File: src/hw/rtl/tlr_pkg.sv
package tlr_pkg;

    // configuration register indexes
    localparam logic [0:0] CFG_SCREEN_WIDTH  = 1'b0;
    localparam logic [0:0] CFG_SCREEN_HEIGHT = 1'b1;

    // reset values of the screen size registers
    localparam logic [10:0] SCREEN_WIDTH_RESET  = 11'd480;
    localparam logic [10:0] SCREEN_HEIGHT_RESET = 11'd320;

    // item kinds
    localparam logic KIND_START   = 1'b0;
    localparam logic KIND_ADVANCE = 1'b1;

    typedef struct packed {
        logic        kind;
        logic [9:0]  start_x;
        logic [9:0]  start_y;
        logic [9:0]  end_x;
        logic [9:0]  end_y;
        logic [7:0]  thickness;
        logic [15:0] pen_color;
    } tlr_item_t;

    typedef struct packed {
        logic [9:0]  rect_x;
        logic [9:0]  rect_y;
        logic [10:0] rect_width;
        logic [10:0] rect_height;
        logic [15:0] fill_color;
        logic        last_of_line;
    } tlr_rect_t;

    typedef struct packed {
        logic               active;
        logic [9:0]         cur_x;
        logic [9:0]         cur_y;
        logic [9:0]         target_x;
        logic [9:0]         target_y;
        logic signed [10:0] delta_x;
        logic signed [10:0] neg_delta_y;
        logic               step_x_back;
        logic               step_y_back;
        logic signed [11:0] error_term;
        logic [7:0]         held_size;
        logic [15:0]        held_color;
    } tlr_state_t;

    typedef struct packed {
        logic [10:0] screen_width;
        logic [10:0] screen_height;
    } tlr_screen_t;

endpackage

File: src/hw/rtl/tlr_cfg.sv
module tlr_cfg (
    input  logic                  clk,
    input  logic                  rst_n,
    input  logic                  cfg_valid,
    output logic                  cfg_ready,
    input  logic [0:0]            cfg_index,
    input  logic [10:0]           cfg_data,
    output tlr_pkg::tlr_screen_t  screen
);
    import tlr_pkg::*;

    logic [10:0] width_reg;
    logic [10:0] height_reg;

    assign cfg_ready = 1'b1;

    always_ff @(posedge clk or negedge rst_n)
    begin
        if (!rst_n)
        begin
            width_reg  <= SCREEN_WIDTH_RESET;
            height_reg <= SCREEN_HEIGHT_RESET;
        end
        else if (cfg_valid)
        begin
            unique case (cfg_index)
                CFG_SCREEN_WIDTH:  width_reg  <= cfg_data;
                CFG_SCREEN_HEIGHT: height_reg <= cfg_data;
                default:           width_reg  <= width_reg;
            endcase
        end
    end

    assign screen.screen_width  = width_reg;
    assign screen.screen_height = height_reg;

endmodule

File: src/hw/rtl/tlr_step.sv
module tlr_step (
    input  tlr_pkg::tlr_item_t   item,
    input  tlr_pkg::tlr_state_t  st,
    input  tlr_pkg::tlr_screen_t screen,
    output tlr_pkg::tlr_state_t  st_next,
    output logic                 emit,
    output tlr_pkg::tlr_rect_t   rect
);
    import tlr_pkg::*;

    logic [9:0]         abs_dx;
    logic [9:0]         abs_dy;
    logic [9:0]         lo_x;
    logic [9:0]         hi_x;
    logic [9:0]         lo_y;
    logic [9:0]         hi_y;
    logic               off_screen;
    logic signed [10:0] new_dx;
    logic signed [10:0] new_ndy;
    logic signed [12:0] e2;
    logic signed [12:0] ndy_ext;
    logic signed [12:0] dx_ext;
    logic               move_x;
    logic               move_y;
    logic signed [11:0] err_after_x;
    logic [9:0]         x_after;
    logic [9:0]         y_after;

    // start item decode
    assign abs_dx = (item.end_x < item.start_x) ? (item.start_x - item.end_x)
                                                : (item.end_x - item.start_x);
    assign abs_dy = (item.end_y < item.start_y) ? (item.start_y - item.end_y)
                                                : (item.end_y - item.start_y);
    assign lo_x = (item.start_x < item.end_x) ? item.start_x : item.end_x;
    assign hi_x = (item.start_x < item.end_x) ? item.end_x : item.start_x;
    assign lo_y = (item.start_y < item.end_y) ? item.start_y : item.end_y;
    assign hi_y = (item.start_y < item.end_y) ? item.end_y : item.start_y;
    assign off_screen = ({1'b0, item.end_x} >= screen.screen_width)
                     || ({1'b0, item.end_y} >= screen.screen_height);
    assign new_dx  = $signed({1'b0, abs_dx});
    assign new_ndy = -$signed({1'b0, abs_dy});

    // bresenham step decisions, both against the old error term
    assign e2      = {st.error_term, 1'b0};
    assign ndy_ext = {{2{st.neg_delta_y[10]}}, st.neg_delta_y};
    assign dx_ext  = {{2{st.delta_x[10]}}, st.delta_x};
    assign move_x  = (e2 >= ndy_ext);
    assign move_y  = (e2 <= dx_ext);
    assign err_after_x = move_x ? (st.error_term + {st.neg_delta_y[10], st.neg_delta_y})
                                : st.error_term;
    assign x_after = move_x ? (st.step_x_back ? st.cur_x - 10'd1 : st.cur_x + 10'd1)
                            : st.cur_x;
    assign y_after = move_y ? (st.step_y_back ? st.cur_y - 10'd1 : st.cur_y + 10'd1)
                            : st.cur_y;

    always_comb
    begin
        st_next = st;
        emit    = 1'b0;
        rect.rect_x       = st.cur_x;
        rect.rect_y       = st.cur_y;
        rect.rect_width   = {3'd0, st.held_size};
        rect.rect_height  = {3'd0, st.held_size};
        rect.fill_color   = st.held_color;
        rect.last_of_line = 1'b0;

        if (item.kind == KIND_START)
        begin
            st_next.active = 1'b0;
            rect.fill_color = item.pen_color;
            if (off_screen)
            begin
                emit = 1'b0;
            end
            else if (item.start_x == item.end_x)
            begin
                // vertical line or single point
                emit = 1'b1;
                rect.rect_x       = item.start_x;
                rect.rect_y       = lo_y;
                rect.rect_width   = {3'd0, item.thickness};
                rect.rect_height  = {1'b0, hi_y - lo_y} + 11'd1;
                rect.last_of_line = 1'b1;
            end
            else if (item.start_y == item.end_y)
            begin
                // horizontal line
                emit = 1'b1;
                rect.rect_x       = lo_x;
                rect.rect_y       = item.start_y;
                rect.rect_width   = {1'b0, hi_x - lo_x} + 11'd1;
                rect.rect_height  = {3'd0, item.thickness};
                rect.last_of_line = 1'b1;
            end
            else
            begin
                emit = 1'b1;
                st_next.active      = 1'b1;
                st_next.cur_x       = item.start_x;
                st_next.cur_y       = item.start_y;
                st_next.target_x    = item.end_x;
                st_next.target_y    = item.end_y;
                st_next.step_x_back = item.end_x < item.start_x;
                st_next.step_y_back = item.end_y < item.start_y;
                st_next.delta_x     = new_dx;
                st_next.neg_delta_y = new_ndy;
                st_next.error_term  = {new_dx[10], new_dx} + {new_ndy[10], new_ndy};
                st_next.held_size   = item.thickness;
                st_next.held_color  = item.pen_color;
                rect.rect_x       = item.start_x;
                rect.rect_y       = item.start_y;
                rect.rect_width   = {3'd0, item.thickness};
                rect.rect_height  = {3'd0, item.thickness};
            end
        end
        else if (st.active)
        begin
            if (move_x && (st.cur_x == st.target_x))
            begin
                // guard stop on x, nothing moves
                st_next.active = 1'b0;
            end
            else if (move_y && (st.cur_y == st.target_y))
            begin
                // guard stop on y, an x move already made stays
                st_next.active     = 1'b0;
                st_next.cur_x      = x_after;
                st_next.error_term = err_after_x;
            end
            else
            begin
                emit = 1'b1;
                st_next.cur_x      = x_after;
                st_next.cur_y      = y_after;
                st_next.error_term = move_y
                    ? (err_after_x + {st.delta_x[10], st.delta_x})
                    : err_after_x;
                rect.rect_x = x_after;
                rect.rect_y = y_after;
                if ((x_after == st.target_x) && (y_after == st.target_y))
                begin
                    rect.last_of_line = 1'b1;
                    st_next.active    = 1'b0;
                end
            end
        end
    end

endmodule

File: src/hw/rtl/thick_line_rasterizer_core.sv
// Thick line rasterizer: turns line requests into fill rectangles for a square pen.
// A start transaction (kind 0) loads both endpoints, the pen thickness and the color;
// a line whose end point falls outside screen_width x screen_height is dropped, a
// vertical or horizontal line comes out at once as one rectangle marked last, and
// any other line gives the square at its start point. Each advance transaction
// (kind 1) then moves the pen one Bresenham step and gives the square at the new
// point, marked last at the end point; an advance with no line in progress gives
// nothing. One transaction is taken every clock while in_stall is low; its result
// passes through the input register and then the result register, around the
// single step of error-term update. Screen size writes are taken at any time but
// belong only in idle periods. Rectangles are not clipped to the screen.
module thick_line_rasterizer_core (
    input  logic        clk,
    input  logic        rst_n,
    // input channel
    input  logic        in_valid,
    output logic        in_stall,
    input  logic        kind,
    input  logic [9:0]  start_x,
    input  logic [9:0]  start_y,
    input  logic [9:0]  end_x,
    input  logic [9:0]  end_y,
    input  logic [7:0]  thickness,
    input  logic [15:0] pen_color,
    // result channel
    output logic        out_valid,
    input  logic        out_stall,
    output logic [9:0]  rect_x,
    output logic [9:0]  rect_y,
    output logic [10:0] rect_width,
    output logic [10:0] rect_height,
    output logic [15:0] fill_color,
    output logic        last_of_line,
    // configuration write channel
    input  logic        cfg_valid,
    output logic        cfg_ready,
    input  logic [0:0]  cfg_index,
    input  logic [10:0] cfg_data
);
    import tlr_pkg::*;

    tlr_screen_t screen;
    tlr_item_t   item_reg;
    logic        item_valid_reg;
    tlr_state_t  state_reg;
    tlr_state_t  state_next;
    tlr_rect_t   rect_reg;
    tlr_rect_t   rect_next;
    logic        out_valid_reg;
    logic        emit;
    logic        out_free;
    logic        process;

    // screen size registers
    tlr_cfg u_cfg (
        .clk       (clk),
        .rst_n     (rst_n),
        .cfg_valid (cfg_valid),
        .cfg_ready (cfg_ready),
        .cfg_index (cfg_index),
        .cfg_data  (cfg_data),
        .screen    (screen)
    );

    // the result register is free when empty or being drained this cycle
    assign out_free = !out_valid_reg || !out_stall;
    // the held item is worked on once there is room for its result
    assign process  = item_valid_reg && out_free;
    // hold off new transactions only while the held item cannot move on
    assign in_stall = item_valid_reg && !out_free;

    // input register
    always_ff @(posedge clk or negedge rst_n)
    begin
        if (!rst_n)
        begin
            item_valid_reg <= 1'b0;
        end
        else if (!in_stall)
        begin
            item_valid_reg <= in_valid;
        end
    end

    always_ff @(posedge clk)
    begin
        if (in_valid && !in_stall)
        begin
            item_reg.kind      <= kind;
            item_reg.start_x   <= start_x;
            item_reg.start_y   <= start_y;
            item_reg.end_x     <= end_x;
            item_reg.end_y     <= end_y;
            item_reg.thickness <= thickness;
            item_reg.pen_color <= pen_color;
        end
    end

    // one step of line decode or bresenham advance
    tlr_step u_step (
        .item    (item_reg),
        .st      (state_reg),
        .screen  (screen),
        .st_next (state_next),
        .emit    (emit),
        .rect    (rect_next)
    );

    // line state, updated as each held item is worked on
    always_ff @(posedge clk or negedge rst_n)
    begin
        if (!rst_n)
        begin
            state_reg <= '0;
        end
        else if (process)
        begin
            state_reg <= state_next;
        end
    end

    // result register
    always_ff @(posedge clk or negedge rst_n)
    begin
        if (!rst_n)
        begin
            out_valid_reg <= 1'b0;
        end
        else if (out_free)
        begin
            out_valid_reg <= process && emit;
        end
    end

    always_ff @(posedge clk)
    begin
        if (process && emit)
        begin
            rect_reg <= rect_next;
        end
    end

    assign out_valid    = out_valid_reg;
    assign rect_x       = rect_reg.rect_x;
    assign rect_y       = rect_reg.rect_y;
    assign rect_width   = rect_reg.rect_width;
    assign rect_height  = rect_reg.rect_height;
    assign fill_color   = rect_reg.fill_color;
    assign last_of_line = rect_reg.last_of_line;

endmodule
File: config.mk
export PLATFORM = sky130hd
export DESIGN_NAME = thick_line_rasterizer_core
export DESIGN_NICKNAME = d
export VERILOG_FILES = /design/src/hw/rtl/tlr_pkg.sv /design/src/hw/rtl/tlr_cfg.sv /design/src/hw/rtl/tlr_step.sv /design/src/hw/rtl/thick_line_rasterizer_core.sv
export SDC_FILE = /design/constraint.sdc
export NUM_CORES = 1
export LEC_CHECK = 0
export ABC_AREA = 1
export BUFFER_PORTS_ARGS = -buffer_cell sky130_fd_sc_hd__clkbuf_2
export CAP_MARGIN = 40
export CORE_MARGIN = 2
export CORE_UTILIZATION = 50
export CTS_CLUSTER_DIAMETER = 100
export CTS_CLUSTER_SIZE = 8
export DETAILED_ROUTE_END_ITERATION = 10
export GPL_ROUTABILITY_DRIVEN = 1
export GPL_TIMING_DRIVEN = 0
export PLACE_DENSITY = 0.72
export SETUP_SLACK_MARGIN = 0.05
export SYNTH_ARGS = -nofsm -noshare
export SYNTH_HDL_FRONTEND = slang
export SYNTH_SLANG_ARGS = --single-unit
File: constraint.sdc
create_clock -name clk -period 5.9 [get_ports clk]
set_input_delay 0.295 -clock clk [delete_from_list [all_inputs] [get_ports clk]]
set_output_delay 0.295 -clock clk [all_outputs]
set_load 0.03 [all_outputs]
==> flow_summary_export.csv, run 1 <==
group,metric,value,unit
hold_path,hold_class,"input port to flip-flop",
setup_path,cp_data_arrival_time,5.31,ns
sta,slew_viol_final,0,
yosys,synth_edf_count,124,
yosys,synth_warnings,0,
yosys,muxShareOfSynthArea,0.181,%
yosys,postSynth.asyncResetShare,50.0,%
power,comb_power_share,59.3,%
detailed_routing,drtIter0Drc,1589,
grt,antenna_found_initial,0,
clocking,cts_buffer_depth,3,
yosys,ys_ff_latch,248,
sta,max_freq,0.204,GHz
yosys,synth_top_family_by_area,"simple AND/OR/NAND/NOR gates",
yosys,netlist_area,0.0180,mm2
yosys,synth_compound_area_share,15.0,%
yosys,netlist_instances,2299,
detailed_routing,ant_nets,0,
sta,hold_viol,0,
power,p_int,0.00590,W
setup_path,cpPeakStageDelay,0.47,ns
floorplan,row_count,69,
yosys,yosys.area.top_type,"edfxtp_1",
layout,layout_commonest_cell,"nand2_1",
placed_design,gp_congestion,0.993,
yosys,syn_area_per_cell,7.84,um2
sta,finalSetupViolations,0,
layout,multi_input_area,0.00965,mm2
setup_path,crit_type,"flip-flop to flip-flop",
setup_path,worstSetupEndpointType,"flip-flop",
clocking,clock-sinks,248,
power,power.leakage,10.3,nW
power,power,0.0118,W
yosys,synthSimpleGateAreaFrac,24.4,%
power,p_sw_share,49.9,%
placed_design,hpwl,46800,um
clocking,cts_resized,0,
layout,largest_reg_flops,100,
power,clockPowerShare,16.6,%
sta,skew,0.0272,ns
sta,fin_crit,4.89,ns
yosys,yosysUniqueCellTypes,61,
placed_design,place_area,0.0195,mm2
run,maxCapViolCount,0,
power,sequentialPowerShare,24.0,%
sta,slew_headroom,37.5,%
yosys,synth_fa_ha_area_share,10.2,%
setup_path,critPathRequiredTime,6.32,ns
grt,grt.overflow.total,0,
setup_path,crit_buf_inv,5,
floorplan,dieArea,0.0376,mm2
detailed_routing,dr.pass1.iters,6,
yosys,synth_xor_area_share,3.68,%
sta,post-route-period-util,82.9,%
placed_design,portBuffers,142,
setup_path,worst-path-stages,26,
yosys,syn-num-nets,2523,
hold_path,holdPathStages,3,
clocking,cts_setup_buffers,0,
yosys,synth_area_leaders,"edfxtp_1 (21%), dfrtp_1 (16%), nand2_1 (12%)",
layout,final_cell_mix,"nand2_1 (596), inv_1 (299), o21ai_0 (194)",
detailed_routing,via_per_inst,5.74,
setup_path,worst_path_max_delay_cell,"buf_1",
grt,grt_pass1_wl,94700,um
layout,finalNetCount,2779,
clocking,worstSkewPairLatency,0.55,ns
power,powerDensity,555,mW/mm2
sta,rsz0062_at_grt,"false",
layout,num-fill-cells,3167,
clocking,cts_buffers,36,
sta,setup_slack,1.01,ns
clocking,cts_tree,"yes",
layout,area_growth,17.7,%
power,p_switching,0.00587,W
sta,tightest_slew,0.938,ns
floorplan,ioPinCount,144,
detailed_routing,wl_per_cell,20.2,um
layout,post-route-util,59.7,%
sta,holdWs,0.0167,ns
layout,regArea,0.00683,mm2
layout,diodes,0,
floorplan,initial_core_util,50.8,%
detailed_routing,via_count,17450,
detailed_routing,route.detailed.drc,0,
clocking,clk_pin_slew,0.05,ns
clocking,clock-root-buffer,"clkbuf_16",
power,vdd.ir_drop.worst,688,uV
setup_path,rr_worst_depth,26,
setup_path,crit_fanout,10,
layout,drive_gt1_share,14.3,%
yosys,seq_area_frac_synth,37.9,%
setup_path,start_kind,"flip-flop",
floorplan,die_w,194,um
grt,grt_use_total,32.5,%
floorplan,core,0.0355,mm2
grt,first_global_vias,17206,
outcome,status,"completed",
setup_path,path_delay_family,"simple AND/OR/NAND/NOR gates",
setup_path,crit_top_cell,"nand2_1",
yosys,ys.flop_type,"edfxtp_1",
detailed_routing,routed_wl,61300,um
placed_design,pre_cts_ws,1.06,ns
layout,finalInstanceArea,0.0212,mm2
floorplan,die_h,194,um
clocking,h-tree-depth,2,
yosys,yosysTopAreaCellShare,20.7,%
grt,grt_start_max_net_pins,68,
## final timing paths
path | start | end | slack [ns]
hold reg to reg | state_reg[15] | state_reg[15] | 0.48
hold / removal | cfg_data[4] | u_cfg.height_reg[4] | 0.02
setup reg to reg | state_reg[34] | state_reg[35] | 1.01
setup / recovery | state_reg[34] | state_reg[35] | 1.01
max in group asynchronous | rst_n | state_reg[6] | 4.84
min in group asynchronous | rst_n | state_reg[91] | 0.29
## cell type report
cell class | count | area share, %
plain buffers | 62 | 1.56
clock buffers | 62 | 4.81
clock inverters | 2 | 0.0826
inverters | 321 | 5.70
multi-input cells | 1668 | 45.5
flip-flops and latches | 248 | 32.2
well taps | 461 | 2.72
repair buffers | 218 | 7.34
## routing by layer
metal | GRT usage, % | vias up | part of all wire [%]
met3 | 6.23 | 218 | 8.2
met4 | 19.5 | 0 | 6.7
li1 | - | 8201 | -
met5 | 0 | - | 0
met1 | 39.8 | 8212 | 39
met2 | 53.5 | 819 | 46
## cell usage after synthesis (3+ instances only)
| library cell | instances |
|---|---|
| fa_1 | 9 |
| nand2_1 | 596 |
| nor4_1 | 4 |
| o21ai_1 | 32 |
| a21oi_1 | 130 |
| nor2_1 | 109 |
| o211ai_1 | 20 |
| o22ai_1 | 18 |
| o21ai_2 | 10 |
| xnor2_1 | 12 |
| a31oi_1 | 5 |
| o21ai_0 | 194 |
| buf_2 | 25 |
| ha_1 | 133 |
| o21bai_1 | 5 |
| a22oi_1 | 5 |
| nand3_2 | 12 |
| nor2_4 | 12 |
| nand3_4 | 3 |
| o2111ai_1 | 6 |
| xor2_1 | 60 |
| buf_6 | 6 |
| nand2_4 | 6 |
| inv_2 | 18 |
| or2_2 | 8 |
| nor2_2 | 11 |
| inv_1 | 300 |
| dfstp_2 | 6 |
| buf_4 | 6 |
| a21oi_2 | 8 |
| nand4_1 | 32 |
| nand2_2 | 36 |
| o221ai_1 | 24 |
| nand3b_1 | 3 |
| dfrtp_1 | 118 |
| buf_1 | 3 |
| clkinv_1 | 3 |
| nor3_1 | 16 |
| nand3_1 | 117 |
| edfxtp_1 | 124 |
| a21o_1 | 5 |
| clkbuf_1 | 22 |
## power groups by stage
stage          Sequential, W  Combinational [W]  Clock [W]
2_1_floorplan        0.00286            0.00485          0
4_1_cts              0.00281            0.00683    0.00197
5_1_grt              0.00288            0.00777    0.00206
3_5_place_dp         0.00284            0.00675          0
6_report             0.00283            0.00698    0.00196
3_3_place_gp         0.00284            0.00655          0
## tightest hold or removal path, delay by kind of cell
family,cells,cell delay [ns]
buffers and inverters,2,0.14
AOI/OAI and AO/OA,1,0.08
## through the flow
step,TNS [ns],cells
final,0,3042
after CTS,0,3042
after detailed placement,0,2908
after global routing,0,3042
after floorplan,0,2299
after global placement,-86.42,2902
## cells by family (layout without fill, tap and decap cells)
kind of cell	Yosys count	in the layout
mux	3	3
flops	248	248
other cells	1	1
buf+inv	383	665
simple gates	974	974
compound gates	474	474
xor+xnor	74	74
fa+ha+maj	142	142
## timing repair
action	CTS	global route
hold endpoints to repair	122	0
setup endpoints to repair	0	0
hold buffers	70	0
Note: power is estimated with default switching activity, not from simulation.
==> run 2: changes to the inputs <==
- ABC_AREA: 1 -> 0
- PLACE_DENSITY: 0.72 -> 0.75
- clock period: 5.9 -> 4.4 ns (I/O delays scaled with it)
==> flow_summary_export.csv, run 2 <==
group,metric,value,unit
outcome,status,"complete, but fails checks",
outcome,violations,"setup timing",
hold_path,hold_class,"input port to flip-flop",
sta,setup_slack,-0.0828,ns
layout,largest_reg_flops,100,
setup_path,crit_fanout,6,
detailed_routing,ant_nets,0,
sta,hold_viol,0,
setup_path,reg2reg_slack,-0.08,ns
layout,diodes,0,
floorplan,die_w,189,um
setup_path,critPathRequiredTime,4.81,ns
power,powerDensity,759,mW/mm2
yosys,synth.most_common_cell,"nand2_1",
detailed_routing,via_per_inst,6.14,
layout,final_cells,2607,
yosys,postSynth.asyncResetShare,50.0,%
yosys,synth_edf_count,124,
sta,holdWs,0.0793,ns
clocking,clk_pin_slew,0.05,ns
placed_design,place_area,0.0185,mm2
detailed_routing,dr.pass1.iters,6,
layout,finalInstanceArea,0.0217,mm2
layout,post-route-util,64.7,%
clocking,cts_tree,"yes",
yosys,netlist_instances,1791,
detailed_routing,route.detailed.drc,0,
layout,drive_gt1_share,22.4,%
sta,slew_viol_final,0,
placed_design,pre_cts_ws,-1.27,ns
sta,fin_crit,4.48,ns
floorplan,die_h,189,um
grt,grt_start_max_net_pins,77,
floorplan,initial_core_util,50.9,%
grt,grt.overflow.total,0,
run,maxCapViolCount,0,
sta,finalSetupViolations,3,
yosys,netlist_area,0.0171,mm2
yosys,synth_warnings,0,
yosys,ys_ff_latch,248,
placed_design,placed_cells,2389,
floorplan,dieArea,0.0357,mm2
layout,final_cell_mix,"nand2_1 (241), clkbuf_2 (152), edfxtp_1 (124)",
layout,area_growth,27.1,%
yosys,ys.flop_type,"edfxtp_1",
yosys,syn_area_per_cell,9.55,um2
setup_path,cp_data_arrival_time,4.89,ns
detailed_routing,drtIter0Drc,1815,
yosys,yosysUniqueCellTypes,95,
setup_path,crit_type,"flip-flop to flip-flop",
setup_path,worstSetupEndpoint,"state_reg[35]",
floorplan,ioPinCount,144,
grt,grt_pass1_wl,88300,um
floorplan,core,0.0336,mm2
placed_design,portBuffers,142,
clocking,cts_buffer_depth,3,
clocking,h-tree-depth,2,
sta,post-route-period-util,102,%
grt,antenna_found_initial,0,
setup_path,rr_worst_depth,18,
clocking,clock-sinks,248,
yosys,synth_common_cells,"nand2_1 (243), ha_1 (133), inv_1 (130), edfxtp_1 (124), o21ai_0 (122)",
grt,grt_use_total,32.0,%
yosys,yosys.area.top_type,"edfxtp_1",
layout,finalNetCount,2362,
setup_path,worst_path_max_delay_cell,"edfxtp_1",
yosys,syn-num-nets,2015,
detailed_routing,routed_wl,59200,um
clocking,clock-root-buffer,"clkbuf_16",
clocking,cts_buffers,36,
sta,skew,0.0205,ns
layout,layout_commonest_cell,"nand2_1",
setup_path,reg2reg_to,"state_reg[35]",
clocking,worstSkewPairLatency,0.53,ns
power,power.leakage,9.53,nW
setup_path,setup.worst_path.start,"item_reg[44]",
sta,max_freq,0.223,GHz
sta,tightest_slew,0.822,ns
power,vdd.ir_drop.worst,393,uV
yosys,seq_area_frac_synth,40.0,%
yosys,yosysTopAreaCellShare,21.8,%
setup_path,start_kind,"flip-flop",
detailed_routing,via_count,15994,
floorplan,row_count,67,
yosys,synth_area_leaders,"edfxtp_1 (22%), dfrtp_1 (17%), ha_1 (9.7%)",
layout,num-fill-cells,2590,
sta,slew_headroom,45.2,%
placed_design,hpwl,40900,um
setup_path,worstSetupEndpointType,"flip-flop",
setup_path,reg2reg_from,"item_reg[44]",
grt,first_global_vias,15407,
setup_path,path_cells,"buf_6 -> ha_4 -> inv_2 -> fa_2 -> a211oi_4 -> o31ai_4 -> a21oi_4 -> buf_6 -> mux2i_4 -> xnor2_4 -> xnor2_2 -> ha_1 -> a21o_1 -> nand2_1 -> o211a_4 -> o31ai_4 -> a21boi_2 -> a221o_1",
sta,rsz0062_at_grt,"true",
detailed_routing,wl_per_cell,22.7,um
placed_design,gp_congestion,1.00,
setup_path,cpPeakStageDelay,0.39,ns
[run 2: cell types whose count changed in the layout (fill, tap and decap cells not counted), sizes merged, moves of 20 or more]
cell and change:
mux2i +49, buf +62, mux2 +42, a21o +32, xor2 -21, nand2 -394, o21ai -105, inv -188
xnor2 +64, nor2 -35, clkbuf +23, nand4 -20, nand3 -101, a21oi -25
[run 2: power by group]
| part | internal, W | leakage [nW] | switching, W | total (W) |
|---|---|---|---|---|
| sequential | 0.00321 | 2.71 | 0.000692 | 0.00390 |
| combinational | 0.00425 | 6.34 | 0.00575 | 0.0100 |
| clock | 0.00155 | 0.489 | 0.00105 | 0.00260 |
[run 2: repair_timing]
action,in CTS,in global routing
endpoints found under the setup margin,41,51
pin swaps,40,67
gates resized for setup,92,94
hold buffers,79,0
buffers inserted,37,46
hold endpoints to repair,137,0
[run 2: through the flow]
step,setup TNS (ns),power (W)
floorplan,0,0.00968
global placement,-79.26,0.0116
detailed placement,-12.37,0.0119
CTS,-0.0480,0.0153
global route,-0.590,0.0174
finish,-0.196,0.0165
[run 2: critical path: cells and delay by family (launching register included)]
family	cells	cell delay, ns
multiplexers	1	0.27
buffers and inverters	3	0.36
AO/OA/AOI/OAI	8	1.91
AND/OR/NAND/NOR	1	0.12
adder cells (fa/ha/maj)	3	0.86
XOR/XNOR	2	0.44
flip-flops	1	0.39
[run 2: cell families after synthesis]
| logic type | share of synthesized area, % |
|---|---|
| compound gates | 18.7 |
| xor+xnor | 6.42 |
| fa+ha+maj | 10.8 |
| buf+inv | 4.67 |
| flops | 40.0 |
| mux | 5.90 |
| other cells | 0.0219 |
| simple gates | 13.6 |
[run 2: worst min-delay path by stage]
stage	end	from	depth (start not counted)	slack [ns]
2_1_floorplan	item_valid_reg	rst_n	0	-0.08
3_3_place_gp	item_reg[15]	pen_color[15]	1	0.40
3_5_place_dp	state_reg[43]	rst_n	1	0.21
4_1_cts	u_cfg.height_reg[10]	cfg_index	3	0.03
5_1_grt	u_cfg.height_reg[10]	cfg_valid	3	0.10
6_report	u_cfg.height_reg[10]	cfg_index	3	0.08
[run 2: routing by layer]
layer	track usage (%)	part of all wire, %	vias up
met5	0	0	-
met4	13.3	4.4	0
met3	5.21	9.6	173
met2	51.5	46	963
met1	43.0	40	7700
li1	-	-	7158
[run 2: final cells by class]
| class | instances | area (um2) | share of cell area (%) |
|---|---|---|---|
| clock buffers | 57 | 1000 | 4.61 |
| inverters | 130 | 490 | 2.26 |
| well taps | 448 | 561 | 2.58 |
| flip-flops and latches | 248 | 6840 | 31.5 |
| clock inverters | 2 | 17.5 | 0.0806 |
| repair buffers | 312 | 2290 | 10.5 |
| multi-input cells | 1342 | 10200 | 46.9 |
| plain buffers | 68 | 339 | 1.56 |
